===== config.mk =====
export PLATFORM = sky130hd
export DESIGN_NAME = ppm_frame_interval_generator_core
export DESIGN_NICKNAME = d
export VERILOG_FILES = /design/src/hdl/pfig_pkg.sv /design/src/hdl/pfig_step.sv /design/src/hdl/ppm_frame_interval_generator_core.sv
export SDC_FILE = /design/constraint.sdc
export NUM_CORES = 1
export LEC_CHECK = 0
export BUFFER_PORTS_ARGS = -buffer_cell sky130_fd_sc_hd__buf_2
export CORE_MARGIN = 10
export CORE_UTILIZATION = 59
export CTS_CLUSTER_DIAMETER = 100
export DETAILED_ROUTE_END_ITERATION = 7
export GPL_ROUTABILITY_DRIVEN = 0
export GPL_TIMING_DRIVEN = 1
export PLACE_DENSITY_LB_ADDON = 0.15
export SETUP_SLACK_MARGIN = 0.3
export SLEW_MARGIN = 20
export SYNTH_ARGS = -nofsm -noshare
export SYNTH_HDL_FRONTEND = slang
export SYNTH_SLANG_ARGS = --single-unit

===== constraint.sdc =====
create_clock -name aclk -period 12.6 [get_ports aclk]
set_input_delay 2.52 -clock aclk [delete_from_list [all_inputs] [get_ports aclk]]
set_output_delay 2.52 -clock aclk [all_outputs]
set_load 0.01 [all_outputs]

===== src/hdl/pfig_pkg.sv =====
package pfig_pkg;

    localparam int TICK_W    = 24;
    localparam int ELAPSED_W = 29;
    localparam int CHAN_W    = 3;
    localparam int APB_AW    = 3;
    localparam int APB_DW    = 32;

    localparam logic [TICK_W-1:0]    FRAME_RESET = TICK_W'(9000 * 20);
    localparam logic [TICK_W-1:0]    GAP_RESET   = TICK_W'(4500);
    localparam logic [ELAPSED_W-1:0] ELAPSED_MAX = '1;

    typedef enum logic {
        KIND_WRITE  = 1'b0,
        KIND_EXPIRE = 1'b1
    } kind_t;

    // Word index of a configuration register, taken from paddr[2].
    typedef enum logic {
        REG_FRAME_LENGTH = 1'b0,
        REG_GAP_LENGTH   = 1'b1
    } reg_idx_t;

    typedef struct packed {
        logic [TICK_W-1:0] interval_ticks;
        logic              pin_level;
        logic              sync_phase;
        logic              frame_overrun;
    } result_t;

    typedef struct packed {
        result_t              res;
        logic                 high_next;
        logic                 ptr_advance;
        logic                 ptr_wrap;
        logic [ELAPSED_W-1:0] elapsed_next;
    } step_t;

endpackage


===== src/hdl/pfig_step.sv =====
module pfig_step (
    input  logic                           in_high_phase,
    input  logic                           last_done,
    input  logic [pfig_pkg::TICK_W-1:0]    chan_width,
    input  logic [pfig_pkg::ELAPSED_W-1:0] elapsed,
    input  logic [pfig_pkg::TICK_W-1:0]    frame_length,
    input  logic [pfig_pkg::TICK_W-1:0]    gap_length,
    output pfig_pkg::step_t                step
);

    logic [pfig_pkg::TICK_W-1:0]    high_ticks;
    logic [pfig_pkg::TICK_W-1:0]    add_ticks;
    logic [pfig_pkg::ELAPSED_W:0]   sum;
    logic                           overrun;

    // A channel width shorter than the gap still gives a full gap of high time.
    assign high_ticks = (chan_width < gap_length) ? gap_length : (chan_width - gap_length);
    assign add_ticks  = in_high_phase ? high_ticks : gap_length;
    assign sum        = {1'b0, elapsed} + (pfig_pkg::ELAPSED_W + 1)'(add_ticks);
    assign overrun    = elapsed >= pfig_pkg::ELAPSED_W'(frame_length);

    always_comb begin
        step = '0;
        if (!in_high_phase) begin
            step.res.interval_ticks = gap_length;
            step.high_next          = 1'b1;
        end else if (!last_done) begin
            step.res.interval_ticks = high_ticks;
            step.res.pin_level      = 1'b1;
            step.ptr_advance        = 1'b1;
        end else begin
            step.res.interval_ticks = overrun ? '0 : (frame_length - elapsed[pfig_pkg::TICK_W-1:0]);
            step.res.pin_level      = 1'b1;
            step.res.sync_phase     = 1'b1;
            step.res.frame_overrun  = overrun;
            step.ptr_wrap           = 1'b1;
        end

        if (last_done && in_high_phase) begin
            step.elapsed_next = '0;
        end else if (sum[pfig_pkg::ELAPSED_W]) begin
            step.elapsed_next = pfig_pkg::ELAPSED_MAX;
        end else begin
            step.elapsed_next = sum[pfig_pkg::ELAPSED_W-1:0];
        end
    end

endmodule


===== src/hdl/ppm_frame_interval_generator_core.sv =====
// PPM frame interval generator.
//
// The input channel (s_*) carries two kinds of words. A write word (s_kind low)
// loads s_width_value into the width table entry s_channel; entries at or
// beyond CHANNELS are ignored and a write never produces a result. An expiry
// word (s_kind high) tells the block that the current interval has ended, and
// it answers with one result word on the m_* channel: the length in ticks of
// the next interval and the pin level during it. Low gaps of gap_length ticks
// alternate with channel high phases, and after the last channel a sync high
// fills the rest of the frame; m_frame_overrun flags a sync that had no room.
//
// The result of an expiry word sits in the output register in the cycle after
// it is accepted. Throughput is one word per cycle, set by the single output
// register. While the receiver stalls, the held result stays on the m_* ports
// and s_ready stays low until it is taken.
//
// Reset (aresetn low at a clock edge) clears the width table, the channel
// pointer, the elapsed counter and the output valid, and restores frame_length
// to 180000 ticks and gap_length to 4500 ticks. The APB port writes the two
// registers at byte addresses 0 and 4 with no wait states.
module ppm_frame_interval_generator_core #(
    parameter int CHANNELS = 8
) (
    input  logic                              aclk,
    input  logic                              aresetn,

    input  logic                              psel,
    input  logic                              penable,
    input  logic                              pwrite,
    input  logic [pfig_pkg::APB_AW-1:0]       paddr,
    input  logic [pfig_pkg::APB_DW-1:0]       pwdata,
    output logic [pfig_pkg::APB_DW-1:0]       prdata,
    output logic                              pready,

    input  logic                              s_valid,
    output logic                              s_ready,
    input  logic                              s_kind,
    input  logic [pfig_pkg::CHAN_W-1:0]       s_channel,
    input  logic [pfig_pkg::TICK_W-1:0]       s_width_value,

    output logic                              m_valid,
    input  logic                              m_ready,
    output logic [pfig_pkg::TICK_W-1:0]       m_interval_ticks,
    output logic                              m_pin_level,
    output logic                              m_sync_phase,
    output logic                              m_frame_overrun
);

    // The pointer must also hold CHANNELS itself, which marks the sync phase.
    localparam int PTR_W = $clog2(CHANNELS + 1);

    logic [pfig_pkg::TICK_W-1:0]    frame_length_reg;
    logic [pfig_pkg::TICK_W-1:0]    gap_length_reg;
    logic [pfig_pkg::TICK_W-1:0]    width_reg [CHANNELS];
    logic                           high_phase_reg;
    logic [PTR_W-1:0]               ptr_reg;
    logic [PTR_W-1:0]               ptr_next;
    logic [pfig_pkg::ELAPSED_W-1:0] elapsed_reg;

    logic                           m_valid_reg;
    pfig_pkg::result_t              result_reg;

    logic                           s_accept;
    logic                           expire;
    logic                           cfg_write;
    pfig_pkg::reg_idx_t             cfg_idx;
    logic [pfig_pkg::TICK_W-1:0]    chan_width;
    logic                           last_done;
    pfig_pkg::step_t                step;

    // Configuration port: always ready, decoded on the word address bit.
    assign pready    = 1'b1;
    assign cfg_idx   = pfig_pkg::reg_idx_t'(paddr[2]);
    assign cfg_write = psel && penable && pwrite;

    always_comb begin
        unique case (cfg_idx)
            pfig_pkg::REG_FRAME_LENGTH: prdata = pfig_pkg::APB_DW'(frame_length_reg);
            pfig_pkg::REG_GAP_LENGTH:   prdata = pfig_pkg::APB_DW'(gap_length_reg);
            default:                    prdata = '0;
        endcase
    end

    always_ff @(posedge aclk) begin
        if (!aresetn) begin
            frame_length_reg <= pfig_pkg::FRAME_RESET;
            gap_length_reg   <= pfig_pkg::GAP_RESET;
        end else if (cfg_write) begin
            unique case (cfg_idx)
                pfig_pkg::REG_FRAME_LENGTH: frame_length_reg <= pwdata[pfig_pkg::TICK_W-1:0];
                pfig_pkg::REG_GAP_LENGTH:   gap_length_reg   <= pwdata[pfig_pkg::TICK_W-1:0];
                default: ;
            endcase
        end
    end

    // A new word is taken whenever the output register is free or being drained.
    assign s_ready  = !m_valid_reg || m_ready;
    assign s_accept = s_valid && s_ready;
    assign expire   = s_accept && (pfig_pkg::kind_t'(s_kind) == pfig_pkg::KIND_EXPIRE);

    // Width table read at the channel pointer.
    always_comb begin
        chan_width = '0;
        for (int i = 0; i < CHANNELS; i++) begin
            if (int'(ptr_reg) == i) begin
                chan_width = width_reg[i];
            end
        end
    end

    assign last_done = int'(ptr_reg) >= CHANNELS;

    pfig_step u_step (
        .in_high_phase (high_phase_reg),
        .last_done     (last_done),
        .chan_width    (chan_width),
        .elapsed       (elapsed_reg),
        .frame_length  (frame_length_reg),
        .gap_length    (gap_length_reg),
        .step          (step)
    );

    always_comb begin
        priority if (step.ptr_wrap) begin
            ptr_next = '0;
        end else if (step.ptr_advance) begin
            ptr_next = ptr_reg + PTR_W'(1);
        end else begin
            ptr_next = ptr_reg;
        end
    end

    always_ff @(posedge aclk) begin
        if (!aresetn) begin
            for (int i = 0; i < CHANNELS; i++) begin
                width_reg[i] <= '0;
            end
        end else if (s_accept && (pfig_pkg::kind_t'(s_kind) == pfig_pkg::KIND_WRITE)) begin
            for (int i = 0; i < CHANNELS; i++) begin
                if (int'(s_channel) == i) begin
                    width_reg[i] <= s_width_value;
                end
            end
        end
    end

    always_ff @(posedge aclk) begin
        if (!aresetn) begin
            high_phase_reg <= 1'b0;
            ptr_reg        <= '0;
            elapsed_reg    <= '0;
        end else if (expire) begin
            high_phase_reg <= step.high_next;
            ptr_reg        <= ptr_next;
            elapsed_reg    <= step.elapsed_next;
        end
    end

    always_ff @(posedge aclk) begin
        if (!aresetn) begin
            m_valid_reg <= 1'b0;
        end else if (expire) begin
            m_valid_reg <= 1'b1;
        end else if (m_ready) begin
            m_valid_reg <= 1'b0;
        end
    end

    always_ff @(posedge aclk) begin
        if (expire) begin
            result_reg <= step.res;
        end
    end

    assign m_valid          = m_valid_reg;
    assign m_interval_ticks = result_reg.interval_ticks;
    assign m_pin_level      = result_reg.pin_level;
    assign m_sync_phase     = result_reg.sync_phase;
    assign m_frame_overrun  = result_reg.frame_overrun;

endmodule


==> impl_metrics.env, run 1 <==
export IMPL_synthCells=1850
export IMPL_synth_area_um2=17200
export IMPL_synthFlopType="edfxtp_1"
export IMPL_max_stage_delay_ps=750
export IMPL_met1_length_mm=19.9
export IMPL_ff_latch_area_um2=8240
export IMPL_grt_max_degree=60
export IMPL_maxCapViolCount=0
export IMPL_first_pass_iters=7
export IMPL_cts_hold_buf=0
export IMPL_hpwl_mm=33.9
export IMPL_yosys_area_share_simple_pct=14.7
export IMPL_synth_edff_count=219
export IMPL_viasPerCell=6.11
export IMPL_grt_ovfl_total=0
export IMPL_diodes=0
export IMPL_remaining_drc_errors=0
export IMPL_synthMuxAreaShare_pct=0.385
export IMPL_clock_sinks=302
export IMPL_cts_tree="yes"
export IMPL_vias=14300
export IMPL_path_class="flop to flop"
export IMPL_syn_avg_cell_area_um2=9.30
export IMPL_die_height_um=191
export IMPL_antenna_found_initial=0
export IMPL_wl_per_cell_um=20.4
export IMPL_synth_common_cells="nand2_1 (273), edfxtp_1 (219), nor2_1 (191)"
export IMPL_highest_layer="met4"
export IMPL_post_cts_setup_buffers=0
export IMPL_start_kind="flop"
export IMPL_initial_utilization_pct=59.9
export IMPL_relSlewSlack_pct=26.4
export IMPL_ant_nets=0
export IMPL_tightest_slew_ps=1100
export IMPL_yosysMostFrequentCell="nand2_1"
export IMPL_fillerInstances=2411
export IMPL_rows=62
export IMPL_status="finished, final reports clean"
export IMPL_layout_nets=2101
export IMPL_final_hold_viol_count=0
export IMPL_final_setup_worst_slack_ps=4280
export IMPL_drive_above_1_share_pct=10.6
export IMPL_post_route_min_period_ps=8320
export IMPL_clockBufferDepth=3
export IMPL_leakage_nw=7.62
export IMPL_synth_top_family_by_area="compound AO/OA/AOI/OAI gates"
export IMPL_multi_input_area_um2=8110
export IMPL_grtUsageTotal_pct=25.6
export IMPL_rsz0062_at_grt="no"
export IMPL_endpoint_kind="flop"
export IMPL_clkTransAtPathRegs_ps=60
export IMPL_yosys_top_cells_area="edfxtp_1 (38%), dfxtp_1 (9.7%), ha_1 (7.4%)"
export IMPL_wl_met3_mm=3.37
export IMPL_async_reset_ff_share_pct=0
export IMPL_largest_register_ffs=192
export IMPL_drtIter0Drc=1204
export IMPL_timing_final_crit_share_pct=66.0
export IMPL_synth_compound_area_share_pct=21.0
export IMPL_hp_class="flop to flop"
export IMPL_cp_required_ps=13000
export IMPL_drt_total_wl_mm=47.7
export IMPL_synth_cell_type_count=83
export IMPL_cellPowerDensity_nw_per_um2=130
export IMPL_syn_to_final_growth_pct=11.4
export IMPL_ctsResizeCount=0
export IMPL_fin_skew_ps=19.7
export IMPL_timing_critical_path_arrival_ps=8720
export IMPL_synthAdderAreaFrac_pct=7.77
export IMPL_grt_pass1_vias=13900
export IMPL_setup_violations=0
export IMPL_yosys_area_top_type="edfxtp_1"
export IMPL_die_w_um=191
export IMPL_root_buffer="clkbuf_16"
export IMPL_port_buffers=112
export IMPL_die_area_um2=36400
export IMPL_clk_latency_ps=520
export IMPL_ys_seq_area_share_pct=47.9
export IMPL_max_freq_mhz=120
export IMPL_path_max_fanout=48
export IMPL_report_final_slew_viol_count=0
export IMPL_core_um2=28700
export IMPL_critPathSlowestCell="dfxtp_1"
export IMPL_ir_drop_uv=123
export IMPL_pre_cts_slack_ps=4530
export IMPL_setup_tns_final_ps=0
export IMPL_numCtsBuffers=35
export IMPL_synth_seq_cells=302
export IMPL_synth_warnings=0
export IMPL_wl_met2_mm=23.0
export IMPL_synth_xor_area_share_pct=2.85
export IMPL_synth_top_area_share_pct=38.2
export IMPL_io_pins=132
export IMPL_htreeDepth=2
export IMPL_grt_pass1_wl_mm=74.9
==> through the flow <==
stage	std cells	util (%)	power (mW)	area (µm²)	hold slack [ps]
floorplan	1857	-	1.39	17200	406
global placement	2272	62.7	1.48	18000	454
detailed placement	2272	62.7	1.49	18000	461
CTS	2335	66.7	2.50	19100	475
global route	2336	66.8	2.58	19200	501
finish	2336	66.8	2.49	19200	473
==> kinds of logic after synthesis <==
logic type               Yosys count
AO/OA/AOI/OAI                    556
AND/OR/NAND/NOR                  596
multiplexers                       6
XOR/XNOR                          56
buffers and inverters            227
other                              2
flip-flops                       302
adder cells (fa/ha/maj)          105
==> final cells by class <==
class | count | area share [%]
flip-flops and latches | 302 | 43.0
multi-input cells | 1328 | 42.3
clock buffers | 41 | 4.74
repair buffers | 132 | 3.76
well taps | 384 | 2.51
inverters | 127 | 2.49
clock inverters | 22 | 1.21
==> cells in the final DEF, fill, tap and decap left out, drive strengths merged, types with 17 or more instances in the layout <==
cell type	count
nand2	273
a22oi	32
o22ai	26
a21oi	89
buf	132
a21boi	43
clkinv	17
ha	102
edfxtp	219
o21ai	179
xnor2	41
nor2	191
a21o	25
dfxtp	83
o211ai	45
nand3	38
inv	128
clkbuf	41
==> layer usage <==
metal	up-vias	track usage, %
met5	-	0
met4	0	8.87
met3	105	4.33
met2	556	42.5
met1	6839	33.2
li1	6769	-
==> worst max-delay path, delay by kind of cell (launching register included) <==
kind	cells	cell delay, ps
adders and majority gates	3	930
DFF	1	750
AOI/OAI and AO/OA	18	4280
buffers and inverters	4	1030
and+or+nand+nor	4	770
muxes	1	380
==> final timing paths <==
kind,from,endpoint,slack (ps),cells after the start
worst max-delay path,ptr_reg[3],elapsed_reg[26],4280,30
worst min-delay path,frame_length_reg[23],frame_length_reg[23],470,2
worst max register to register,ptr_reg[3],elapsed_reg[26],4280,30
worst min register to register,frame_length_reg[23],frame_length_reg[23],470,2
==> report_power, final <==
group | internal [mW] | leakage (nW) | switching, mW
clock | 0.602 | 0.562 | 0.410
combinational | 0.124 | 4.12 | 0.225
sequential | 1.11 | 2.94 | 0.0192
Power figures use the tool's default switching activity.
==> run 2: changes to the inputs <==
==> constraint.sdc (replaced) <==
create_clock -name aclk -period 8.1 [get_ports aclk]
set_input_delay 1.62 -clock aclk [delete_from_list [all_inputs] [get_ports aclk]]
set_output_delay 1.62 -clock aclk [all_outputs]
set_load 0.01 [all_outputs]
==> run 2 against run 1 <==
Setup slack worse by 3400 ps. Power rose by 53%. Critical path depth is 1 higher. Non-clock buffer count is 3 higher. Wire length decreased by 1.1%. Clock power grew 49%. Combinational power is 55% higher. Global-route usage shrank 0.22 points. Critical endpoint is now elapsed_reg[21]. Largest power group unchanged.
==> impl_metrics.env, run 2 (synthesis results as in run 1) <==
export IMPL_status="finished, final reports clean"
export IMPL_wl_per_cell_um=20.2
export IMPL_vias=14200
export IMPL_clkTransAtPathRegs_ps=60
export IMPL_cts_tree="yes"
export IMPL_grt_pass1_vias=14100
export IMPL_die_height_um=191
export IMPL_first_pass_iters=6
export IMPL_final_hold_viol_count=0
export IMPL_viasPerCell=6.09
export IMPL_numCtsBuffers=35
export IMPL_setup_violations=0
export IMPL_fin_area_um2=19100
export IMPL_clkPwrFrac_pct=39.5
export IMPL_switching_power_mw=1.02
export IMPL_setup_tns_final_ps=0
export IMPL_p_sw_share_pct=26.8
export IMPL_initial_utilization_pct=59.9
export IMPL_clk_latency_ps=530
export IMPL_io_pins=132
export IMPL_die_area_um2=36400
export IMPL_drive_above_1_share_pct=10.6
export IMPL_drtIter0Drc=1304
export IMPL_clockBufferDepth=3
export IMPL_core_um2=28700
export IMPL_timing_critical_path_arrival_ps=7620
export IMPL_endpoint_kind="flop"
export IMPL_ant_nets=0
export IMPL_power_mw=3.80
export IMPL_layout_nets=2104
export IMPL_report_final_slew_viol_count=0
export IMPL_dpl_cell_area_um2=18000
export IMPL_instances_no_fill=2338
export IMPL_fin_util_pct=66.7
export IMPL_syn_to_final_growth_pct=11.2
export IMPL_cp_required_ps=8470
export IMPL_multi_input_area_um2=8130
export IMPL_final_setup_worst_slack_ps=854
export IMPL_holdWs_ps=472
export IMPL_fin_skew_ps=13.9
export IMPL_relSlewSlack_pct=27.5
export IMPL_clock_sinks=302
export IMPL_wl_met3_mm=3.44
export IMPL_grt_ovfl_total=0
export IMPL_p_int_mw=2.78
export IMPL_cellPowerDensity_nw_per_um2=199
export IMPL_tightest_slew_ps=1080
export IMPL_max_stage_delay_ps=440
export IMPL_placed_cells=2276
export IMPL_die_w_um=191
export IMPL_power_frac_seq_pct=46.2
export IMPL_comb_power_share_pct=14.2
export IMPL_highest_layer="met4"
export IMPL_diodes=0
export IMPL_maxCapViolCount=0
export IMPL_grt_max_degree=60
export IMPL_critPathSlowestCell="fa_1"
export IMPL_layout_common_cells="nand2_1 (269), edfxtp_1 (219), nor2_1 (189)"
export IMPL_leakage_nw=7.60
export IMPL_met1_length_mm=19.3
export IMPL_hpwl_mm=33.7
export IMPL_ir_drop_uv=158
export IMPL_largest_register_ffs=192
export IMPL_antenna_found_initial=0
export IMPL_path_class="flop to flop"
export IMPL_remaining_drc_errors=0
export IMPL_port_buffers=112
export IMPL_htreeDepth=2
export IMPL_ff_latch_area_um2=8240
export IMPL_drt_total_wl_mm=47.2
export IMPL_rsz0062_at_grt="no"
export IMPL_wl_met2_mm=22.8
export IMPL_grt_pass1_wl_mm=74.6
export IMPL_max_freq_mhz=138
export IMPL_start_kind="flop"
export IMPL_grtUsageTotal_pct=25.4
export IMPL_post_cts_setup_buffers=0
export IMPL_timing_final_crit_share_pct=89.5
export IMPL_root_buffer="clkbuf_16"
export IMPL_fillerInstances=2358
export IMPL_pre_cts_slack_ps=841
export IMPL_final_common_cell="nand2_1"
export IMPL_rows=62
export IMPL_path_max_fanout=33
export IMPL_post_route_min_period_ps=7250
export IMPL_hp_class="flop to flop"
==> run 2: critical path, delay by kind of cell, from the launching register on <==
family / cells / cell delay (ps)
compound gates: 17 / 3560
fa+ha+maj: 4 / 1210
buf+inv: 5 / 880
flops: 1 / 360
simple gates: 4 / 670
mux: 1 / 360
==> run 2: final timing paths <==
| path | endpoint | from | depth (start not counted) | slack (ps) |
|---|---|---|---|---|
| worst max-delay path | elapsed_reg[21] | ptr_reg[0] | 31 | 850 |
| worst min-delay path | frame_length_reg[23] | frame_length_reg[23] | 2 | 470 |
| worst max register to register | elapsed_reg[21] | ptr_reg[0] | 31 | 850 |
| worst min register to register | frame_length_reg[23] | frame_length_reg[23] | 2 | 470 |
==> run 2: final cells by class <==
| class | instances | share of cell area (%) |
|---|---|---|
| clock buffer | 46 | 4.90 |
| multi-input combinational | 1328 | 42.5 |
| sequential | 302 | 43.0 |
| inverter | 127 | 2.49 |
| tap | 384 | 2.51 |
| timing repair buffer | 135 | 3.86 |
| clock inverter | 16 | 0.732 |
==> run 2: metal layers <==
| metal | GRT usage, % | vias to the layer above |
|---|---|---|
| li1 | - | 6775 |
| met1 | 32.3 | 6777 |
| met2 | 42.7 | 581 |
| met3 | 3.84 | 111 |
| met4 | 10.1 | 0 |
| met5 | 0 | - |
==> run 2: power by group through the flow <==
stage	registers (mW)	logic [mW]	clock network (mW)
3_5_place_dp	1.79	0.526	0
3_3_place_gp	1.79	0.516	0
5_1_grt	1.76	0.593	1.58
2_1_floorplan	1.78	0.374	0
6_report	1.76	0.541	1.50
4_1_cts	1.76	0.530	1.52
==> run 2: repair_timing <==
action,CTS,global route
endpoints found under the setup margin,0,27
gates resized for setup,0,5
hold endpoints to repair,0,0
hold buffers,0,0
==> run 3: changes to the inputs <==
--- a/config.mk
+++ b/config.mk
@@ -5,6 +5,7 @@
 export SDC_FILE = /design/constraint.sdc
 export NUM_CORES = 1
 export LEC_CHECK = 0
+export ABC_AREA = 1
 export BUFFER_PORTS_ARGS = -buffer_cell sky130_fd_sc_hd__buf_2
 export CORE_MARGIN = 10
 export CORE_UTILIZATION = 59
==> run 3 against run 2 <==
Combinational power grew 35%. Global-route usage up 2.4 points. First-iteration DRC count rose by 24%. Critical path type unchanged. Critical endpoint is now elapsed_reg[2]. Largest power group unchanged.
==> impl_metrics.env, run 3 <==
export IMPL_status="finished, final reports clean"
export IMPL_timing_critical_path_arrival_ps=7230
export IMPL_yosys_top_cells_area="edfxtp_1 (34%), nand2_1 (15%), dfxtp_1 (8.6%)"
export IMPL_startpoint="ptr_reg[1]"
export IMPL_holdWs_ps=481
export IMPL_antenna_found_initial=0
export IMPL_remaining_drc_errors=0
export IMPL_initial_utilization_pct=59.7
export IMPL_cp_required_ps=8460
export IMPL_synthCells=2658
export IMPL_ys_seq_area_share_pct=42.4
export IMPL_largest_register_ffs=192
export IMPL_final_hold_viol_count=0
export IMPL_clkTransAtPathRegs_ps=60
export IMPL_yosysMostFrequentCell="nand2_1"
export IMPL_yosys_area_top_type="edfxtp_1"
export IMPL_layout_nets=2915
export IMPL_layout_common_cells="nand2_1 (751), inv_1 (343), nor2_1 (331)"
export IMPL_final_common_cell="nand2_1"
export IMPL_grt_pass1_vias=17400
export IMPL_drt_total_wl_mm=58.4
export IMPL_report_final_slew_viol_count=0
export IMPL_path_common_cell="nand2_1"
export IMPL_post_route_min_period_ps=6860
export IMPL_synth_top_area_share_pct=33.9
export IMPL_fin_area_um2=21400
export IMPL_diodes=0
export IMPL_hp_class="flop to flop"
export IMPL_port_buffers=112
export IMPL_synth_area_um2=19400
export IMPL_clock_sinks=302
export IMPL_fin_skew_ps=19.4
export IMPL_tightest_slew_ps=1020
export IMPL_rows=66
export IMPL_worstReg2RegEnd="elapsed_reg[2]"
export IMPL_critPathSlowestCell="inv_2"
export IMPL_grtUsageTotal_pct=27.8
export IMPL_path_max_fanout=26
export IMPL_max_stage_delay_ps=420
export IMPL_drive_above_1_share_pct=9.18
export IMPL_dpl_cell_area_um2=20300
export IMPL_syn_avg_cell_area_um2=7.31
export IMPL_leakage_nw=9.99
export IMPL_synthFlopType="edfxtp_1"
export IMPL_grt_ovfl_total=0
export IMPL_synth_warnings=0
export IMPL_first_pass_iters=7
export IMPL_timing_final_crit_share_pct=84.7
export IMPL_async_reset_ff_share_pct=0
export IMPL_die_area_um2=40600
export IMPL_synth_seq_cells=302
export IMPL_hpwl_mm=42.9
export IMPL_drtIter0Drc=1621
export IMPL_wl_per_cell_um=18.2
export IMPL_rsz0062_at_grt="no"
export IMPL_syn_to_final_growth_pct=10.1
export IMPL_ctsResizeCount=0
export IMPL_synth_cell_type_count=43
export IMPL_root_buffer="clkbuf_16"
export IMPL_start_kind="flop"
export IMPL_ir_drop_uv=215
export IMPL_setup_violations=0
export IMPL_ff2ff_path_depth=34
export IMPL_fin_util_pct=65.8
export IMPL_post_cts_setup_buffers=0
export IMPL_htreeDepth=2
export IMPL_endpoint_kind="flop"
export IMPL_setup_worst_path_end="elapsed_reg[2]"
export IMPL_r2r_start="ptr_reg[1]"
export IMPL_vias=18200
export IMPL_relSlewSlack_pct=32.1
export IMPL_path_class="flop to flop"
export IMPL_synth_common_cells="nand2_1 (757), inv_1 (343), nor2_1 (333)"
export IMPL_ant_nets=0
export IMPL_cts_tree="yes"
export IMPL_cts_hold_buf=0
export IMPL_core_um2=32500
export IMPL_setup_tns_final_ps=0
export IMPL_grt_pass1_wl_mm=90.9
export IMPL_die_height_um=201
export IMPL_io_pins=132
export IMPL_r2r_slack_ps=1240
export IMPL_max_freq_mhz=146
export IMPL_synth_edff_count=219
export IMPL_cellPowerDensity_nw_per_um2=188
export IMPL_viasPerCell=5.68
export IMPL_clockBufferDepth=3
export IMPL_die_w_um=201
export IMPL_maxCapViolCount=0
export IMPL_numCtsBuffers=35
export IMPL_clk_latency_ps=550
export IMPL_grt_max_degree=71
export IMPL_power_mw=4.02
run 3: cell types whose count changed after synthesis, moves of 22 or more:
| cell | change |
|---|---|
| a21boi_0 | -41 |
| nand2_2 | +24 |
| nand3_1 | +195 |
| a21oi_1 | +87 |
| o21ai_0 | -70 |
| nand2_1 | +484 |
| inv_1 | +216 |
| a21o_1 | -22 |
| o22ai_1 | -25 |
| clkbuf_1 | -25 |
| nor2_1 | +142 |
| a22oi_1 | -32 |
run 3: power breakdown:
| part | switching, mW | leakage [nW] | internal (mW) |
|---|---|---|---|
| clock network | 0.661 | 0.542 | 0.865 |
| logic | 0.500 | 6.56 | 0.229 |
| registers | 0.0325 | 2.89 | 1.73 |
| total | 1.19 | 9.99 | 2.83 |
run 3: routing by layer:
| layer | vias to the layer above | track usage (%) | share of wire [%] |
|---|---|---|---|
| li1 | 8749 | - | - |
| met4 | 0 | 13.6 | 4.9 |
| met2 | 882 | 48.1 | 48 |
| met5 | - | 0 | 0 |
| met1 | 8406 | 33.1 | 38 |
| met3 | 175 | 4.32 | 8.7 |
run 3: worst min path at each step:
stage	startpoint	endpoint	slack, ps	cells after the start
floorplan	high_phase_reg	m_pin_level	400	0
global route	elapsed_reg[28]	elapsed_reg[28]	520	2
global placement	elapsed_reg[28]	elapsed_reg[28]	470	2
detailed placement	elapsed_reg[28]	elapsed_reg[28]	470	2
finish	elapsed_reg[28]	elapsed_reg[28]	480	2
CTS	elapsed_reg[28]	elapsed_reg[28]	480	2
run 3: final cells by class:
class	instances	area, µm²
clock buffers	43	936
clock inverters	21	161
fillers	2906	11100
inverters	358	1350
multi-input cells	1907	9420
flip-flops and latches	302	8240
well taps	442	553
repair buffers	136	741
run 3: cell families (layout without fill, tap and decap cells):
group           after synthesis  in the layout  share of synthesized area [%]
compound gates              344            344                           9.44
xor+xnor                     33             33                           1.49
fa+ha+maj                   105            105                           6.88
buf+inv                     456            558                           9.45
flops                       302            302                           42.4
other cells                   2              9                         0.0387
simple gates               1416           1416                           30.3
run 3: critical path: cells and delay by family, from the launching register on:
kind	cells	cell delay, ps
AOI/OAI and AO/OA	5	1010
adders and majority gates	3	950
buffers and inverters	7	2110
DFF	1	410
and+or+nand+nor	19	2110
run 3: through the flow:
step,setup WS (ps),std cells
2_1_floorplan,3550,2665
3_3_place_gp,1600,3145
3_5_place_dp,1430,3145
4_1_cts,1300,3209
5_1_grt,764,3209
6_report,1240,3209
